`src/rtl/core/ic2d_pkg.sv`:
```
// ----------------------------------------------------------------------------
// ic2d_pkg: shared constants and types of the 2D convolution block
// Kernel geometry, field widths, the reciprocal used for normalization and the
// structures that travel between the line buffer, MAC pipeline and result FIFO.
// ----------------------------------------------------------------------------
package ic2d_pkg;

    localparam int KERNEL_SIZE = 3;
    localparam int MAX_WIDTH   = 1024;
    localparam int MAX_HEIGHT  = 4096;

    localparam int HALF      = KERNEL_SIZE / 2;
    localparam int AREA      = KERNEL_SIZE * KERNEL_SIZE;
    localparam int PIX_W     = 8;
    localparam int PIXEL_MAX = 255;

    localparam int COL_W        = $clog2(MAX_WIDTH);
    localparam int ROW_W        = 12;
    localparam int OUT_COL_W    = 10;
    localparam int WIDTH_CFG_W  = 11;
    localparam int HEIGHT_CFG_W = 13;
    localparam int CFG_DATA_W   = 64;
    localparam int CFG_IDX_W    = 3;
    localparam int COEFS_PER_REG = CFG_DATA_W / PIX_W;

    localparam int RESET_WIDTH  = (1024 > MAX_WIDTH) ? MAX_WIDTH : 1024;
    localparam int RESET_HEIGHT = 1024;

    // Register indexes of the configuration port.
    localparam logic [CFG_IDX_W-1:0] CFG_COEF_0    = CFG_IDX_W'(0);
    localparam logic [CFG_IDX_W-1:0] CFG_NORMALIZE = CFG_IDX_W'(4);
    localparam logic [CFG_IDX_W-1:0] CFG_WIDTH     = CFG_IDX_W'(5);
    localparam logic [CFG_IDX_W-1:0] CFG_HEIGHT    = CFG_IDX_W'(6);

    // Arithmetic widths: signed coefficient times unsigned pixel, then sums.
    localparam int PROD_W = 2 * PIX_W + 1;
    localparam int RSUM_W = PROD_W + $clog2(KERNEL_SIZE);
    localparam int SUM_W  = RSUM_W + $clog2(KERNEL_SIZE);

    // Floor division by the kernel area as a multiply by a rounded-up
    // reciprocal. Only sums below NORM_LIM need it; larger ones saturate.
    localparam int NORM_LIM = (PIXEL_MAX + 1) * AREA;
    localparam int QN_W     = $clog2(NORM_LIM);
    localparam int RECIP_SH = QN_W + $clog2(AREA);
    localparam int RECIP_M  = ((1 << RECIP_SH) + AREA - 1) / AREA;
    localparam int QPROD_W  = QN_W + RECIP_SH;

    // Pipeline and result queue sizing. FIFO_DEPTH is a power of two.
    localparam int MAC_STAGES   = 4;
    localparam int PIPE_STAGES  = MAC_STAGES + 1;
    localparam int RES_PER_ITEM = 2;
    localparam int FIFO_DEPTH   = 16;
    localparam int FIFO_PTR_W   = $clog2(FIFO_DEPTH);
    localparam int FIFO_CNT_W   = FIFO_PTR_W + 1;
    localparam int INFL_W       = $clog2(PIPE_STAGES + 1);
    localparam int CRED_W       = FIFO_CNT_W + 2;

    typedef logic [PIX_W-1:0] t_pix;

    // One line buffer entry: the pixels of the previous rows at one column,
    // element 0 is the oldest row.
    typedef logic [KERNEL_SIZE-2:0][PIX_W-1:0] t_line;

    // One window column, element 0 is the top row.
    typedef logic [KERNEL_SIZE-1:0][PIX_W-1:0] t_col;

    typedef logic [AREA-1:0][PIX_W-1:0] t_coefs;

    typedef struct packed {
        logic             interior;
        logic             border;
        t_pix             pixel;
        logic [ROW_W-1:0] row;
        logic [COL_W-1:0] col;
    } t_tag;

    typedef struct packed {
        t_pix                 pixel;
        logic [ROW_W-1:0]     row;
        logic [OUT_COL_W-1:0] col;
        logic                 filtered;
        logic                 last;
    } t_res;

    typedef struct packed {
        logic valid;
        t_res res;
    } t_push;

endpackage

```
`src/rtl/core/ic2d_res_fifo.sv`:
```
// ----------------------------------------------------------------------------
// ic2d_res_fifo: result queue with two write slots and one read port
// Takes up to two results per cycle in order and offers one per cycle to the
// downstream side, which may stall it.
// ----------------------------------------------------------------------------
module ic2d_res_fifo import ic2d_pkg::*; (
    input  logic                  i_clk,
    input  logic                  i_rst_n,
    input  t_push                 i_push0,
    input  t_push                 i_push1,
    output logic                  o_valid,
    input  logic                  i_stall,
    output t_res                  o_res,
    output logic [FIFO_CNT_W-1:0] o_count
);

    t_res                  r_mem [FIFO_DEPTH];
    logic [FIFO_PTR_W-1:0] r_wptr;
    logic [FIFO_PTR_W-1:0] r_rptr;
    logic [FIFO_CNT_W-1:0] r_count;

    logic [FIFO_PTR_W-1:0] wptr_nx;
    logic [FIFO_CNT_W-1:0] push_n;
    logic                  pop;

    assign wptr_nx = r_wptr + FIFO_PTR_W'(1);
    assign push_n  = FIFO_CNT_W'(i_push0.valid) + FIFO_CNT_W'(i_push1.valid);
    assign pop     = (r_count != '0) && !i_stall;

    always_ff @(posedge i_clk) begin
        if (i_push0.valid) begin
            r_mem[r_wptr] <= i_push0.res;
        end
        if (i_push1.valid) begin
            r_mem[wptr_nx] <= i_push1.res;
        end
    end

    always_ff @(posedge i_clk) begin
        if (!i_rst_n) begin
            r_wptr  <= '0;
            r_rptr  <= '0;
            r_count <= '0;
        end else begin
            r_wptr  <= r_wptr + FIFO_PTR_W'(push_n);
            r_rptr  <= r_rptr + FIFO_PTR_W'(pop);
            r_count <= r_count + push_n - FIFO_CNT_W'(pop);
        end
    end

    assign o_valid = (r_count != '0);
    assign o_res   = r_mem[r_rptr];
    assign o_count = r_count;

    a_count_bound: assert property (@(posedge i_clk) disable iff (!i_rst_n)
        r_count <= FIFO_CNT_W'(FIFO_DEPTH))
        else $error("result queue holds more than its depth");

    a_pair_order: assert property (@(posedge i_clk) disable iff (!i_rst_n)
        i_push1.valid |-> i_push0.valid)
        else $error("second result slot written without the first");

    a_stall_no_drain: assert property (@(posedge i_clk) disable iff (!i_rst_n)
        (o_valid && i_stall) |=> (r_count >= $past(r_count)))
        else $error("result queue drained while the receiver stalled");

endmodule

```
`config.mk`:
```
export PLATFORM = sky130hd
export DESIGN_NAME = ic2d_res_fifo
export DESIGN_NICKNAME = d
export VERILOG_FILES = /design/src/rtl/core/ic2d_pkg.sv /design/src/rtl/core/ic2d_res_fifo.sv
export SDC_FILE = /design/constraint.sdc
export NUM_CORES = 1
export LEC_CHECK = 0
export BUFFER_PORTS_ARGS = -buffer_cell sky130_fd_sc_hd__buf_4
export CAP_MARGIN = 20
export CORE_MARGIN = 1
export CORE_UTILIZATION = 65
export DETAILED_ROUTE_END_ITERATION = 10
export PLACE_DENSITY = 0.83
export SYNTH_ARGS = -nofsm -noshare
export SYNTH_HDL_FRONTEND = slang
export SYNTH_SLANG_ARGS = --single-unit
```
`constraint.sdc`:
```
create_clock -name i_clk -period 7.6 [get_ports i_clk]
set_input_delay 2.28 -clock i_clk [delete_from_list [all_inputs] [get_ports i_clk]]
set_output_delay 2.28 -clock i_clk [all_outputs]
set_load 0.01 [all_outputs]
```
After elaboration in Yosys (flattened, before gate mapping)
Memories as Yosys holds them, arrays and structs flattened. A register that Yosys moved wholly into a read port is not among the register bits.
Index checks and enable logic that the tools add are counted.
{ "classes": {"add_sub_neg": 6, "n_mul": 0, "div_mod_pow": 0, "order_cmp": 0, "eq_ne": 0, "shift": 0, "muxes": 5, "n_bitwise": 0, "reduce_logical": 3} }
{ "ops": {"columns": ["op", "n"], "rows": [
  ["$add A5 B2 Y5", 1],
  ["$reduce_bool A5 Y1", 1],
  ["$sub A5 B1 Y5", 1],
  ["$add A4 B1 Y4", 1],
  ["$add A4 B1 Y4 const B", 1],
  ["$add A4 B2 Y4", 1],
  ["$mux W1", 4],
  ["$mux W4", 1],
  ["$add A1 B1 Y2", 1],
  ["$logic_and A1 B1 Y1", 1],
  ["$logic_not A1 Y1", 1]
]} }
{ "word_totals": {"regBits": 13, "latchBits": 0, "ramBits": 512, "mem_bits_ro": 0, "in_bits": 69, "output_inout_bits": 38, "elab_cells": 18, "memories": 1} }
{ "mem_list": {"columns": ["name", "depth", "width", "rd", "rd_ports_with_merged_regs", "wr", "line", "text"], "rows": [
  ["r_mem", 16, 32, 1, 1, 2, "ic2d_res_fifo.sv:17", "t_res r_mem [FIFO_DEPTH];"]
]} }

Depth between registers and ports, before layout
{ "logic_depth": {"word_depth": 4, "depth_mapped": 13} }

Least setup slack after synthesis
OpenSTA, ideal clock, no wires.
{ "synth_path": {"kind": "in2reg", "startpoint": "in i_push1[32] (netlist name)", "endpoint": "mem r_mem[3][0] (netlist name), enable pin", "arrival_time_ns": 4.944, "slack_ns": 2.195, "stages": 4, "path_cell_list": "nor2b_1 -> a21o_1 -> nand2_1 -> nor3_1"} }
{ "synth_lines": {"columns": ["element", "line", "text"], "rows": [
  ["start: declaration", "ic2d_res_fifo.sv:10", "input t_push i_push1,"],
  ["end: declaration", "ic2d_res_fifo.sv:17", null]
]} }

==> flow_metrics.env <==
export IMPL_postCtsSetupBuffers=0
export IMPL_cts_buffer_depth=3
export IMPL_finalSetupViolations=0
export IMPL_finalClockSkew_ns=0.00919
export IMPL_rsz0062_at_grt="no"
export IMPL_cp_start_kind="flop"
export IMPL_cts_resized=0
export IMPL_worst_hold_slack_ns=0.663
export IMPL_seqCellArea_um2=15600
export IMPL_setup_slack_ns=2.17
export IMPL_grt_start_max_net_pins=67
export IMPL_rows=73
export IMPL_nFillCells=2466
export IMPL_dp_slack_ns=2.55
export IMPL_start_util_pct=66.0
export IMPL_utilization_pct=73.6
export IMPL_pin_count=107
export IMPL_multi_input_area_um2=10100
export IMPL_antenna_found_initial=4
export IMPL_tightest_slew_ns=1.14
export IMPL_area_delta_synth_final_pct=11.5
export IMPL_hold_viol_final=0
export IMPL_cts_sinks=525
export IMPL_power_density_nw_per_um2=261
export IMPL_mostFrequentLayoutCells="512 x edfxtp_1, 436 x mux2_2, 140 x buf_4"
export IMPL_syn_nets=1619
export IMPL_p_leak_nw=9.52
export IMPL_synth_top_area_cell="edfxtp_1"
export IMPL_layout_min_cycle_time_ns=5.43
export IMPL_nNetsFinal=1662
export IMPL_die_h_um=203
export IMPL_drc=0
export IMPL_drive_above_1_share_pct=50.6
export IMPL_wl_per_cell_um=30.3
export IMPL_place_gp_congestion=0.787
export IMPL_cap_violations=0
export IMPL_max_slew_margin_pct=23.9
export IMPL_htree_num_levels=2
export IMPL_drv_slew=0
export IMPL_core_um2=39800
export IMPL_ir_drop_uv=209
export IMPL_ant_nets=0
export IMPL_first_pass_iters=6
export IMPL_worstSetupEndpointType="output pin"
export IMPL_synth_seq_area_share_pct=59.5
export IMPL_clk_pin_slew_ns=0.06
export IMPL_clkLatencyLatePin_ns=0.59
export IMPL_crit_type="flop to output pin"
export IMPL_portBuffers=106
export IMPL_hpwl_um=34800
export IMPL_synthesis_area_um2=26300
export IMPL_avgSynthCellArea_um2=17.1
export IMPL_worstPathArrival_ns=3.15
export IMPL_die_area_um2=41300
export IMPL_grt_pass1_wl_um=97700
export IMPL_via_per_inst=6.91
export IMPL_crit_required_ns=5.32
export IMPL_outcome="finished clean"
export IMPL_yosysUniqueCellTypes=37
export IMPL_die_w_um=203
export IMPL_wirelength_um=65100
export IMPL_grt_overflow_total=0
export IMPL_hold_buffers=0
export IMPL_hold_path_class="flop to flop"
export IMPL_crit_fanout=47
export IMPL_final_common_cell="edfxtp_1"
export IMPL_fmax_mhz=184
export IMPL_numCtsBuffers=54
export IMPL_cts_tree="built"
export IMPL_yosysWarnings=0
export IMPL_grt_pass1_vias=15339
export IMPL_synthCells=1536
export IMPL_finalPower_mw=7.66
export IMPL_vias=14847
export IMPL_drtIter0Drc=1705
export IMPL_track_usage_pct=32.6
export IMPL_synthDominantCellAreaShare_pct=58.5
export IMPL_synth_seq_cells=525
export IMPL_post_route_period_util_pct=71.5
export IMPL_yosys_top_cells_area="edfxtp_1 58%, mux2_2 19%, mux4_2 11%"
export IMPL_cts_root_buf="clkbuf_16"
export IMPL_setup_tns_ns=0
==> worst max-delay path: stages, from the launching register on <==
cell and delay, ns:
dfxtp_4 0.64, buf_16 0.30, buf_12 0.35, mux4_2 0.55
a22oi_1 0.29, nand2_1 0.16, buf_4 0.17
==> per-stage QoR <==
step                area, um^2  cells
floorplan                26300   1536
CTS                      29300   2143
detailed placement       27600   2045
finish                   29300   2148
global route             29300   2148
global placement         27600   2044
==> synth_stat cells, drive strengths merged <==
cell type and count:
or3 1, nand2b 5, and3 1, mux2 512, and2 10, a41o 1, nand4 1, fa 2
a21boi 1, a21o 2, dfxtp 13, a31o 1, or4b 1, clkbuf 100, nor2 19, a22oi 64
nand3b 1, a31oi 1, ha 12, inv 14, o21ai 2, nand3 4, xor2 2, a21oi 4
nor2b 9, edfxtp 512, buf 60, mux4 128, xnor2 3, nor3 8, and3b 1, nand2 41
==> layer usage <==
metal | share of wire (%) | GRT usage (%) | routed length (um)
met5 | 0.043 | 0 | 28
met4 | 3.7 | 12.1 | 2410
met3 | 9.4 | 6.71 | 6140
met2 | 49 | 52.5 | 31800
met1 | 38 | 44.2 | 24800
==> path summary, 6_finish.rpt <==
| kind | from | end | slack (ns) | cells past startpoint |
|---|---|---|---|---|
| worst max-delay path | r_rptr[0]$_SDFF_PN0_ | o_res[26] | 2.17 | 6 |
| worst min-delay path | o_count[0]$_SDFF_PN0_ | o_count[0]$_SDFF_PN0_ | 0.66 | 2 |
| worst max register to register | r_wptr[2]$_SDFF_PN0_ | r_mem[0][19]$_DFFE_PP_ | 4.20 | 5 |
| worst min register to register | o_count[0]$_SDFF_PN0_ | o_count[0]$_SDFF_PN0_ | 0.66 | 2 |
==> where the power goes <==
group,internal (mW),total [mW],switching [mW]
logic,0.897,1.70,0.798
clock network,1.41,2.50,1.09
registers,3.35,3.47,0.115
total,5.66,7.66,2.00
==> flip-flops by register name, indices dropped and copies added (netlist names) <==
register  cells
r_wptr        4
o_count       5
r_mem       512
r_rptr        4
==> cell type report <==
cell class / count / share of cell area, %
clock inverter: 29 / 0.619
timing repair buffer: 147 / 4.06
tap: 525 / 2.24
antenna: 2 / 0.0171
clock buffer: 69 / 4.98
multi-input combinational: 837 / 34.6
sequential: 525 / 53.4
inverter: 14 / 0.179
==> cells by family (layout without fill, tap and decap cells) <==
| logic type | Yosys count | after routing | synth area share [%] |
|---|---|---|---|
| adder cells (fa/ha/maj) | 14 | 14 | 0.723 |
| multiplexers | 640 | 640 | 32.9 |
| XOR/XNOR | 5 | 5 | 0.167 |
| other | 0 | 2 | 0 |
| AO/OA/AOI/OAI | 76 | 76 | 2.12 |
| AND/OR/NAND/NOR | 102 | 102 | 1.85 |
| buffers and inverters | 174 | 259 | 2.78 |
| flip-flops | 525 | 525 | 59.5 |
(Power assumes the default switching activity.)
