--- config.mk ---
export PLATFORM = sky130hd
export DESIGN_NAME = ic2d_mac
export DESIGN_NICKNAME = d
export VERILOG_FILES = /design/src/rtl/core/ic2d_pkg.sv /design/src/rtl/core/ic2d_mac.sv
export SDC_FILE = /design/constraint.sdc
export NUM_CORES = 2
export LEC_CHECK = 0
export ABC_AREA = 1
export ABC_CLOCK_PERIOD_IN_PS = 8500
export BUFFER_PORTS_ARGS = -buffer_cell sky130_fd_sc_hd__buf_2
export CORE_ASPECT_RATIO = 0.6
export CORE_MARGIN = 3
export CORE_UTILIZATION = 48
export CTS_CLUSTER_SIZE = 40
export DETAILED_ROUTE_END_ITERATION = 7
export PLACE_DENSITY_LB_ADDON = 0.05
export SETUP_SLACK_MARGIN = 0.5
export SYNTH_ARGS = -nofsm -noshare
export SYNTH_HDL_FRONTEND = slang
export SYNTH_SLANG_ARGS = --single-unit
export TNS_END_PERCENT = 10
--- constraint.sdc ---
create_clock -name i_clk -period 8.5 [get_ports i_clk]
set_input_delay 0.425 -clock i_clk [delete_from_list [all_inputs] [get_ports i_clk]]
set_output_delay 0.425 -clock i_clk [all_outputs]
set_load 0.005 [all_outputs]
--- src/rtl/core/ic2d_pkg.sv ---
// ----------------------------------------------------------------------------
// ic2d_pkg: shared constants and types of the 2D convolution block
// Kernel geometry, field widths, the reciprocal used for normalization and the
// structures that travel between the line buffer, MAC pipeline and result FIFO.
// ----------------------------------------------------------------------------
package ic2d_pkg;

    localparam int KERNEL_SIZE = 3;
    localparam int MAX_WIDTH   = 1024;
    localparam int MAX_HEIGHT  = 4096;

    localparam int HALF      = KERNEL_SIZE / 2;
    localparam int AREA      = KERNEL_SIZE * KERNEL_SIZE;
    localparam int PIX_W     = 8;
    localparam int PIXEL_MAX = 255;

    localparam int COL_W        = $clog2(MAX_WIDTH);
    localparam int ROW_W        = 12;
    localparam int OUT_COL_W    = 10;
    localparam int WIDTH_CFG_W  = 11;
    localparam int HEIGHT_CFG_W = 13;
    localparam int CFG_DATA_W   = 64;
    localparam int CFG_IDX_W    = 3;
    localparam int COEFS_PER_REG = CFG_DATA_W / PIX_W;

    localparam int RESET_WIDTH  = (1024 > MAX_WIDTH) ? MAX_WIDTH : 1024;
    localparam int RESET_HEIGHT = 1024;

    // Register indexes of the configuration port.
    localparam logic [CFG_IDX_W-1:0] CFG_COEF_0    = CFG_IDX_W'(0);
    localparam logic [CFG_IDX_W-1:0] CFG_NORMALIZE = CFG_IDX_W'(4);
    localparam logic [CFG_IDX_W-1:0] CFG_WIDTH     = CFG_IDX_W'(5);
    localparam logic [CFG_IDX_W-1:0] CFG_HEIGHT    = CFG_IDX_W'(6);

    // Arithmetic widths: signed coefficient times unsigned pixel, then sums.
    localparam int PROD_W = 2 * PIX_W + 1;
    localparam int RSUM_W = PROD_W + $clog2(KERNEL_SIZE);
    localparam int SUM_W  = RSUM_W + $clog2(KERNEL_SIZE);

    // Floor division by the kernel area as a multiply by a rounded-up
    // reciprocal. Only sums below NORM_LIM need it; larger ones saturate.
    localparam int NORM_LIM = (PIXEL_MAX + 1) * AREA;
    localparam int QN_W     = $clog2(NORM_LIM);
    localparam int RECIP_SH = QN_W + $clog2(AREA);
    localparam int RECIP_M  = ((1 << RECIP_SH) + AREA - 1) / AREA;
    localparam int QPROD_W  = QN_W + RECIP_SH;

    // Pipeline and result queue sizing. FIFO_DEPTH is a power of two.
    localparam int MAC_STAGES   = 4;
    localparam int PIPE_STAGES  = MAC_STAGES + 1;
    localparam int RES_PER_ITEM = 2;
    localparam int FIFO_DEPTH   = 16;
    localparam int FIFO_PTR_W   = $clog2(FIFO_DEPTH);
    localparam int FIFO_CNT_W   = FIFO_PTR_W + 1;
    localparam int INFL_W       = $clog2(PIPE_STAGES + 1);
    localparam int CRED_W       = FIFO_CNT_W + 2;

    typedef logic [PIX_W-1:0] t_pix;

    // One line buffer entry: the pixels of the previous rows at one column,
    // element 0 is the oldest row.
    typedef logic [KERNEL_SIZE-2:0][PIX_W-1:0] t_line;

    // One window column, element 0 is the top row.
    typedef logic [KERNEL_SIZE-1:0][PIX_W-1:0] t_col;

    typedef logic [AREA-1:0][PIX_W-1:0] t_coefs;

    typedef struct packed {
        logic             interior;
        logic             border;
        t_pix             pixel;
        logic [ROW_W-1:0] row;
        logic [COL_W-1:0] col;
    } t_tag;

    typedef struct packed {
        t_pix                 pixel;
        logic [ROW_W-1:0]     row;
        logic [OUT_COL_W-1:0] col;
        logic                 filtered;
        logic                 last;
    } t_res;

    typedef struct packed {
        logic valid;
        t_res res;
    } t_push;

endpackage

--- src/rtl/core/ic2d_mac.sv ---
// ----------------------------------------------------------------------------
// ic2d_mac: window register and multiply-accumulate pipeline
// Shifts a column into the KxK window per item, multiplies by the kernel,
// sums by rows and then in total, and clamps or normalizes the sum.
// ----------------------------------------------------------------------------
module ic2d_mac import ic2d_pkg::*; (
    input  logic                  i_clk,
    input  logic                  i_rst_n,
    input  logic                  i_shift,
    input  t_col                  i_col,
    input  t_tag                  i_tag,
    input  t_coefs                i_coefs,
    input  logic                  i_normalize,
    output logic [MAC_STAGES-1:0] o_stage_v,
    output logic                  o_res_v,
    output t_tag                  o_tag,
    output t_pix                  o_value
);

    logic [PIX_W-1:0]         r_win [KERNEL_SIZE][KERNEL_SIZE];
    logic [MAC_STAGES-1:0]    r_v;
    t_tag                     r_tag [MAC_STAGES];
    logic signed [PROD_W-1:0] r_prod [AREA];
    logic signed [RSUM_W-1:0] r_rsum [KERNEL_SIZE];
    logic signed [SUM_W-1:0]  r_sum;

    logic signed [PROD_W-1:0] n_prod [AREA];
    logic signed [RSUM_W-1:0] n_rsum [KERNEL_SIZE];
    logic signed [SUM_W-1:0]  n_sum;
    logic [SUM_W-1:0]         sum_u;
    logic [QPROD_W-1:0]       q_prod;

    // Column 0 of the window is the oldest column.
    always_ff @(posedge i_clk) begin
        if (i_shift) begin
            for (int i = 0; i < KERNEL_SIZE; i++) begin
                for (int j = 0; j < KERNEL_SIZE - 1; j++) begin
                    r_win[i][j] <= r_win[i][j+1];
                end
                r_win[i][KERNEL_SIZE-1] <= i_col[i];
            end
        end
    end

    always_comb begin
        for (int n = 0; n < AREA; n++) begin
            n_prod[n] = $signed({{(PROD_W-PIX_W){i_coefs[n][PIX_W-1]}}, i_coefs[n]})
                      * $signed({{(PROD_W-PIX_W){1'b0}},
                                 r_win[n / KERNEL_SIZE][n % KERNEL_SIZE]});
        end
    end

    always_comb begin
        for (int i = 0; i < KERNEL_SIZE; i++) begin
            n_rsum[i] = '0;
            for (int j = 0; j < KERNEL_SIZE; j++) begin
                n_rsum[i] = n_rsum[i] + RSUM_W'(r_prod[i*KERNEL_SIZE + j]);
            end
        end
    end

    always_comb begin
        n_sum = '0;
        for (int i = 0; i < KERNEL_SIZE; i++) begin
            n_sum = n_sum + SUM_W'(r_rsum[i]);
        end
    end

    always_ff @(posedge i_clk) begin
        if (!i_rst_n) begin
            r_v <= '0;
        end else begin
            r_v <= {r_v[MAC_STAGES-2:0], i_shift};
        end
    end

    always_ff @(posedge i_clk) begin
        r_tag[0] <= i_tag;
        for (int k = 1; k < MAC_STAGES; k++) begin
            r_tag[k] <= r_tag[k-1];
        end
        r_prod <= n_prod;
        r_rsum <= n_rsum;
        r_sum  <= n_sum;
    end

    assign sum_u = r_sum;

    // A negative sum gives zero; when normalizing, sums at or above 256 times
    // the area saturate, so the reciprocal multiply only sees the low bits.
    always_comb begin
        q_prod = QPROD_W'(sum_u[QN_W-1:0]) * QPROD_W'(RECIP_M);
        if (sum_u[SUM_W-1]) begin
            o_value = '0;
        end else if (i_normalize) begin
            o_value = (sum_u >= SUM_W'(NORM_LIM)) ? PIX_W'(PIXEL_MAX)
                                                   : q_prod[RECIP_SH +: PIX_W];
        end else begin
            o_value = (sum_u > SUM_W'(PIXEL_MAX)) ? PIX_W'(PIXEL_MAX)
                                                   : sum_u[PIX_W-1:0];
        end
    end

    assign o_stage_v = r_v;
    assign o_res_v   = r_v[MAC_STAGES-1];
    assign o_tag     = r_tag[MAC_STAGES-1];

endmodule

== After elaboration in Yosys (flattened, before gate mapping) ==
Memories as Yosys holds them, arrays and structs flattened.
Index checks and enable logic that the tools add are counted.

* Flip-flop bits (word level): 235
* Memory bits (writable): 200
* Output and inout bits: 45
* Memories kept: 2

{| class="wikitable"
|+ Memories
! memory !! words !! bits a word !! rd ports !! clocked after memory_dff !! wr ports !! RTL line !! RTL
|-
| r_tag || 4 || 32 || 4 || 0 || 4 || ic2d_mac.sv:22 || <nowiki>t_tag r_tag [MAC_STAGES];</nowiki>
|-
| r_win || 3 || 24 || 3 || 0 || 3 || ic2d_mac.sv:20 || <nowiki>logic [PIX_W-1:0] r_win [KERNEL_SIZE][KERNEL_SIZE];</nowiki>
|}

* Add/subtract/negate cells: 8
* Multiply operators: 10
* Order comparisons: 2
* Muxes and demuxes: 6

{| class="wikitable"
|+ Operators with widths
! kind !! count
|-
| 8-bit by 9-bit multiplier with 17-bit output || 9
|-
| 18-bit by 17-bit adder with 19-bit output || 3
|-
| 17-bit by 17-bit adder with 18-bit output || 3
|-
| 8-bit two-way mux || 4
|-
| 12-bit by 12-bit multiplier with 23-bit output (second input constant) || 1
|-
| 20-bit by 19-bit adder with 21-bit output || 1
|-
| 21-bit by 12-bit greater-or-equal comparator with 1-bit output (second input constant) || 1
|-
| 21-bit by 8-bit greater-than comparator with 1-bit output (second input constant) || 1
|-
| 19-bit by 19-bit adder with 20-bit output || 1
|-
| 1-bit two-way mux || 2
|}

== Logic depth before layout (Yosys ltp) ==
* Depth after elaboration: 4
* Mapped depth: 22
* Gate-level depth less buffers: 22

== Least setup slack after synthesis ==
OpenSTA, ideal clock, no wires.

* Path kind: register -> output
* Start point: register r_sum[3]
* End point: output o_value[4]
* Path buffers: 0
* Slack: 3.947 ns
* Required time: 8.075 ns
* Cell stages (with the launch flop): 23
* Arrival: 4.128 ns
* Cells stage by stage: dfxtp_1 > inv_1 > fa_1 > inv_1 > ha_1 > inv_1 > fa_1 > inv_1 > fa_1 > inv_1 > fa_1 > inv_1 > ha_1 > nand2_1 > nand2_1 > inv_1 > o21a_1 > inv_1 > a21oi_1 > nand3_1 > nand2_1 > nor2_1 > nor2_1

* Longest elaborated chain between the ends: 4

{| class="wikitable"
|+ Ends and longest elaborated chain
! what !! RTL line !! RTL
|-
| start, declared || ic2d_mac.sv:25 || <nowiki>logic signed [SUM_W-1:0] r_sum;</nowiki>
|-
| start signal, assigned || ic2d_mac.sv:84 || <nowiki>r_sum <= n_sum;</nowiki>
|-
| 12-bit by 12-bit multiplier with 23-bit output, or another cell as far along || ic2d_mac.sv:92 || <nowiki>q_prod = QPROD_W'(sum_u[QN_W-1:0]) * QPROD_W'(RECIP_M);</nowiki>
|-
| 8-bit two-way mux, on equally long branches || ic2d_mac.sv:96, ic2d_mac.sv:99 ||
|-
| 8-bit two-way mux * || ic2d_mac.sv:95 || <nowiki>end else if (i_normalize) begin</nowiki>
|-
| 8-bit two-way mux * || ic2d_mac.sv:93 || <nowiki>if (sum_u[SUM_W-1]) begin</nowiki>
|-
| end, declared || ic2d_mac.sv:17 || <nowiki>output t_pix o_value</nowiki>
|}

Mark *: on every way between the ends. The rest lies on a longest branch, timed or not.

== Worst setup path in the final report ==
* Start point: register r_sum[3]
* End point: output o_value[3]

Same word-level chain as after synthesis.

==> results.toml <==
[sta]
clock_skew_ps = 38.7
max_freq_ghz = 0.177
whs_ps = 73.5
fin_crit_sh = 0.665
worstMarginPinSlew_ps = 887
hold_violations = 0
drv_slew = 0
tns_ps = 0
rsz0062_at_grt = "false"
maxSlewHeadroom = 0.409
setup_viol = 0
period_needed_ps = 5650

[drt]
wl_mm = 86.6
ant_nets = 0
wire_per_inst_um = 15.9
drt_pass1_iterations = 5
vias_per_cell = 4.75
drc = 0
vias = 25900
first_iter_violations = 1713

[clocking]
root_buffer = "clkbuf_16"
ctsResizeCount = 0
cts.sinks = 435
htreeDepth = 2
clk_latency_ps = 600
hold_buffers = 56
cts.clk_slew.worst_paths_ps = 70
cts_tree = "yes"
clk_path_buf_depth = 3
cts_buffers = 45
cts_setup_buffers = 0

[die]
io_pins = 177
die_h_um = 222
dieArea_um2 = 81600
coreArea_um2 = 76400
fp-row-count = 78
dieWidth_um = 367
start_util = 0.491

[global_routing]
grtUsageTotal = 0.218
grt_first_pass_wirelength_mm = 142
grt_pass1_vias = 25500
antenna_found_initial = 3
grt-ovfl-total = 0
grt_max_degree = 50

[setup_path]
startpoint_type = "flip-flop"
crit_type = "reg2out"
critPathArrivalTime_ps = 5220
cp_data_required_time_ps = 8080
worst-path-max-fanout = 6
end_kind = "output port"

[synthesis]
synth.avg_cell_area_um2 = 8.86
syn-num-nets = 5340
ys_seq_area_frac = 0.252
ys_warn_count = 0
synth.top_cell.area_share = 0.233
synth_area_leader_cell = "fa_1"
syn_area_um2 = 37500
synth_seq_cells = 435
synth.area.top_cells = "fa_1 (23%), dfxtp_1 (19%), ha_1 (18%), inv_1 (10%), nand2_1 (8.6%)"
ys_types = 43
syn_inst = 4233

[min_path]
hp-class = "in2reg"

[layout]
final_nets = 5486
stdcell_area_um2 = 41300
drive_gt1_frac = 0.0768
area_growth_syn_to_layout_pct = 10.1
final_cells = 5454

[placement]
routabilityCongestion = 0.870
placed_area_um2 = 39200
place_hpwl_mm = 71.9
portBuffers = 176
dp_cells = 5316

[flow_run]
max-cap-violations = 0

[status]
status = "finished clean"
synthesized netlist by cell type, drive strengths merged:
cell and n:
inv 996, a221oi 1, a21o 30, nand3 99, o21a 1, and2 1, o211ai 2, ha 539
clkinv 1, nor3 20, edfxtp 72, a21boi 4, or2 50, a31oi 13, nor2 129, nand3b 1
xor2 120, a21oi 158, clkbuf 135, xnor2 51, nand4 43, dfxtp 363, buf 1, a211oi 5
o21bai 25, nand2 858, fa 436, o31a 1, nor4 2, o21ai 73, o31ai 3
critical path, cell delays in order, from the launching register on:
cell,delay (ps)
dfxtp_1,460
inv_1,190
fa_1,570
inv_1,60
ha_1,290
inv_1,80
fa_1,500
inv_1,50
fa_1,500
inv_1,50
fa_1,530
inv_1,40
ha_1,310
nand2_1,130
nor2_1,60
nor2_1,150
nor2_1,60
nor2_1,120
nand2_1,70
nand2_1,50
nand3_1,90
nand3_1,100
inv_1,40
buf_2,130
cell type report:
class	instances	area, um^2
clock inverter	22	259
sequential	435	9430
inverter	997	3740
tap	1040	1300
multi-input combinational	2665	23800
antenna	1	2.50
clock buffer	59	1280
fill	7176	35100
timing repair buffer	235	1470
per-layer routing:
layer  GRT usage  up-vias  share of wire
li1            -    13100              -
met1       0.375    12200           0.57
met2       0.281      497           0.36
met3      0.0357       53          0.057
met4      0.0298        0         0.0092
met5           0        -              0
sequential cells by signal (all words and copies together), names as in the netlist:
register	cells
r_sum	21
r_prod	153
r_win	72
o_stage_v	4
r_rsum	57
r_tag	128
worst paths after layout:
check	cells after the start	end	slack (ps)	start
worst max-delay path	23	o_value[3]	2850	r_sum[3]
worst min-delay path	3	o_stage_v[1]	70	i_rst_n
worst max register to register	16	r_prod[14]	3870	r_win[2][2]
worst min register to register	0	r_tag[2][24]	320	r_tag[1][24]
stage by stage:
stage / util / setup WS [ps]
2_1_floorplan: - / 3950
3_3_place_gp: 0.513 / 3520
3_5_place_dp: 0.513 / 3480
4_1_cts: 0.540 / 2820
5_1_grt: 0.540 / 2410
6_report: 0.540 / 2850
kinds of logic after synthesis:
logic type                 share of synthesized area
adders and majority gates                      0.413
DFF                                            0.252
buffers and inverters                          0.114
and+or+nand+nor                                0.132
xor gates and xnor gates                      0.0400
AOI/OAI and AO/OA                             0.0501
cells in the final DEF (no fill, tap or decap), types with 4 or more instances in the layout:
cell           count
clkbuf_8           6
a21o_1            30
a21oi_2            8
o21ai_2           16
dfxtp_1          363
nor3_1            18
edfxtp_1          72
o21bai_1          24
dlygate4sd3_1     56
buf_4              4
inv_6              6
ha_1             539
or2_2             50
nor2_1           128
nand2_2            4
nand3_1           98
nand4_1           42
o21ai_0           39
nand2_1          854
o21ai_1           18
a31oi_1           13
clkbuf_16         47
fa_1             436
inv_1            996
xor2_1           120
a211oi_1           4
buf_2            175
clkbuf_1           6
bufinv_16          4
xnor2_1           51
a21oi_1          150
clkinv_2           4
Power is not shown: default switching activity piles up to over one toggle a cycle in this logic, so the estimate is an artifact.
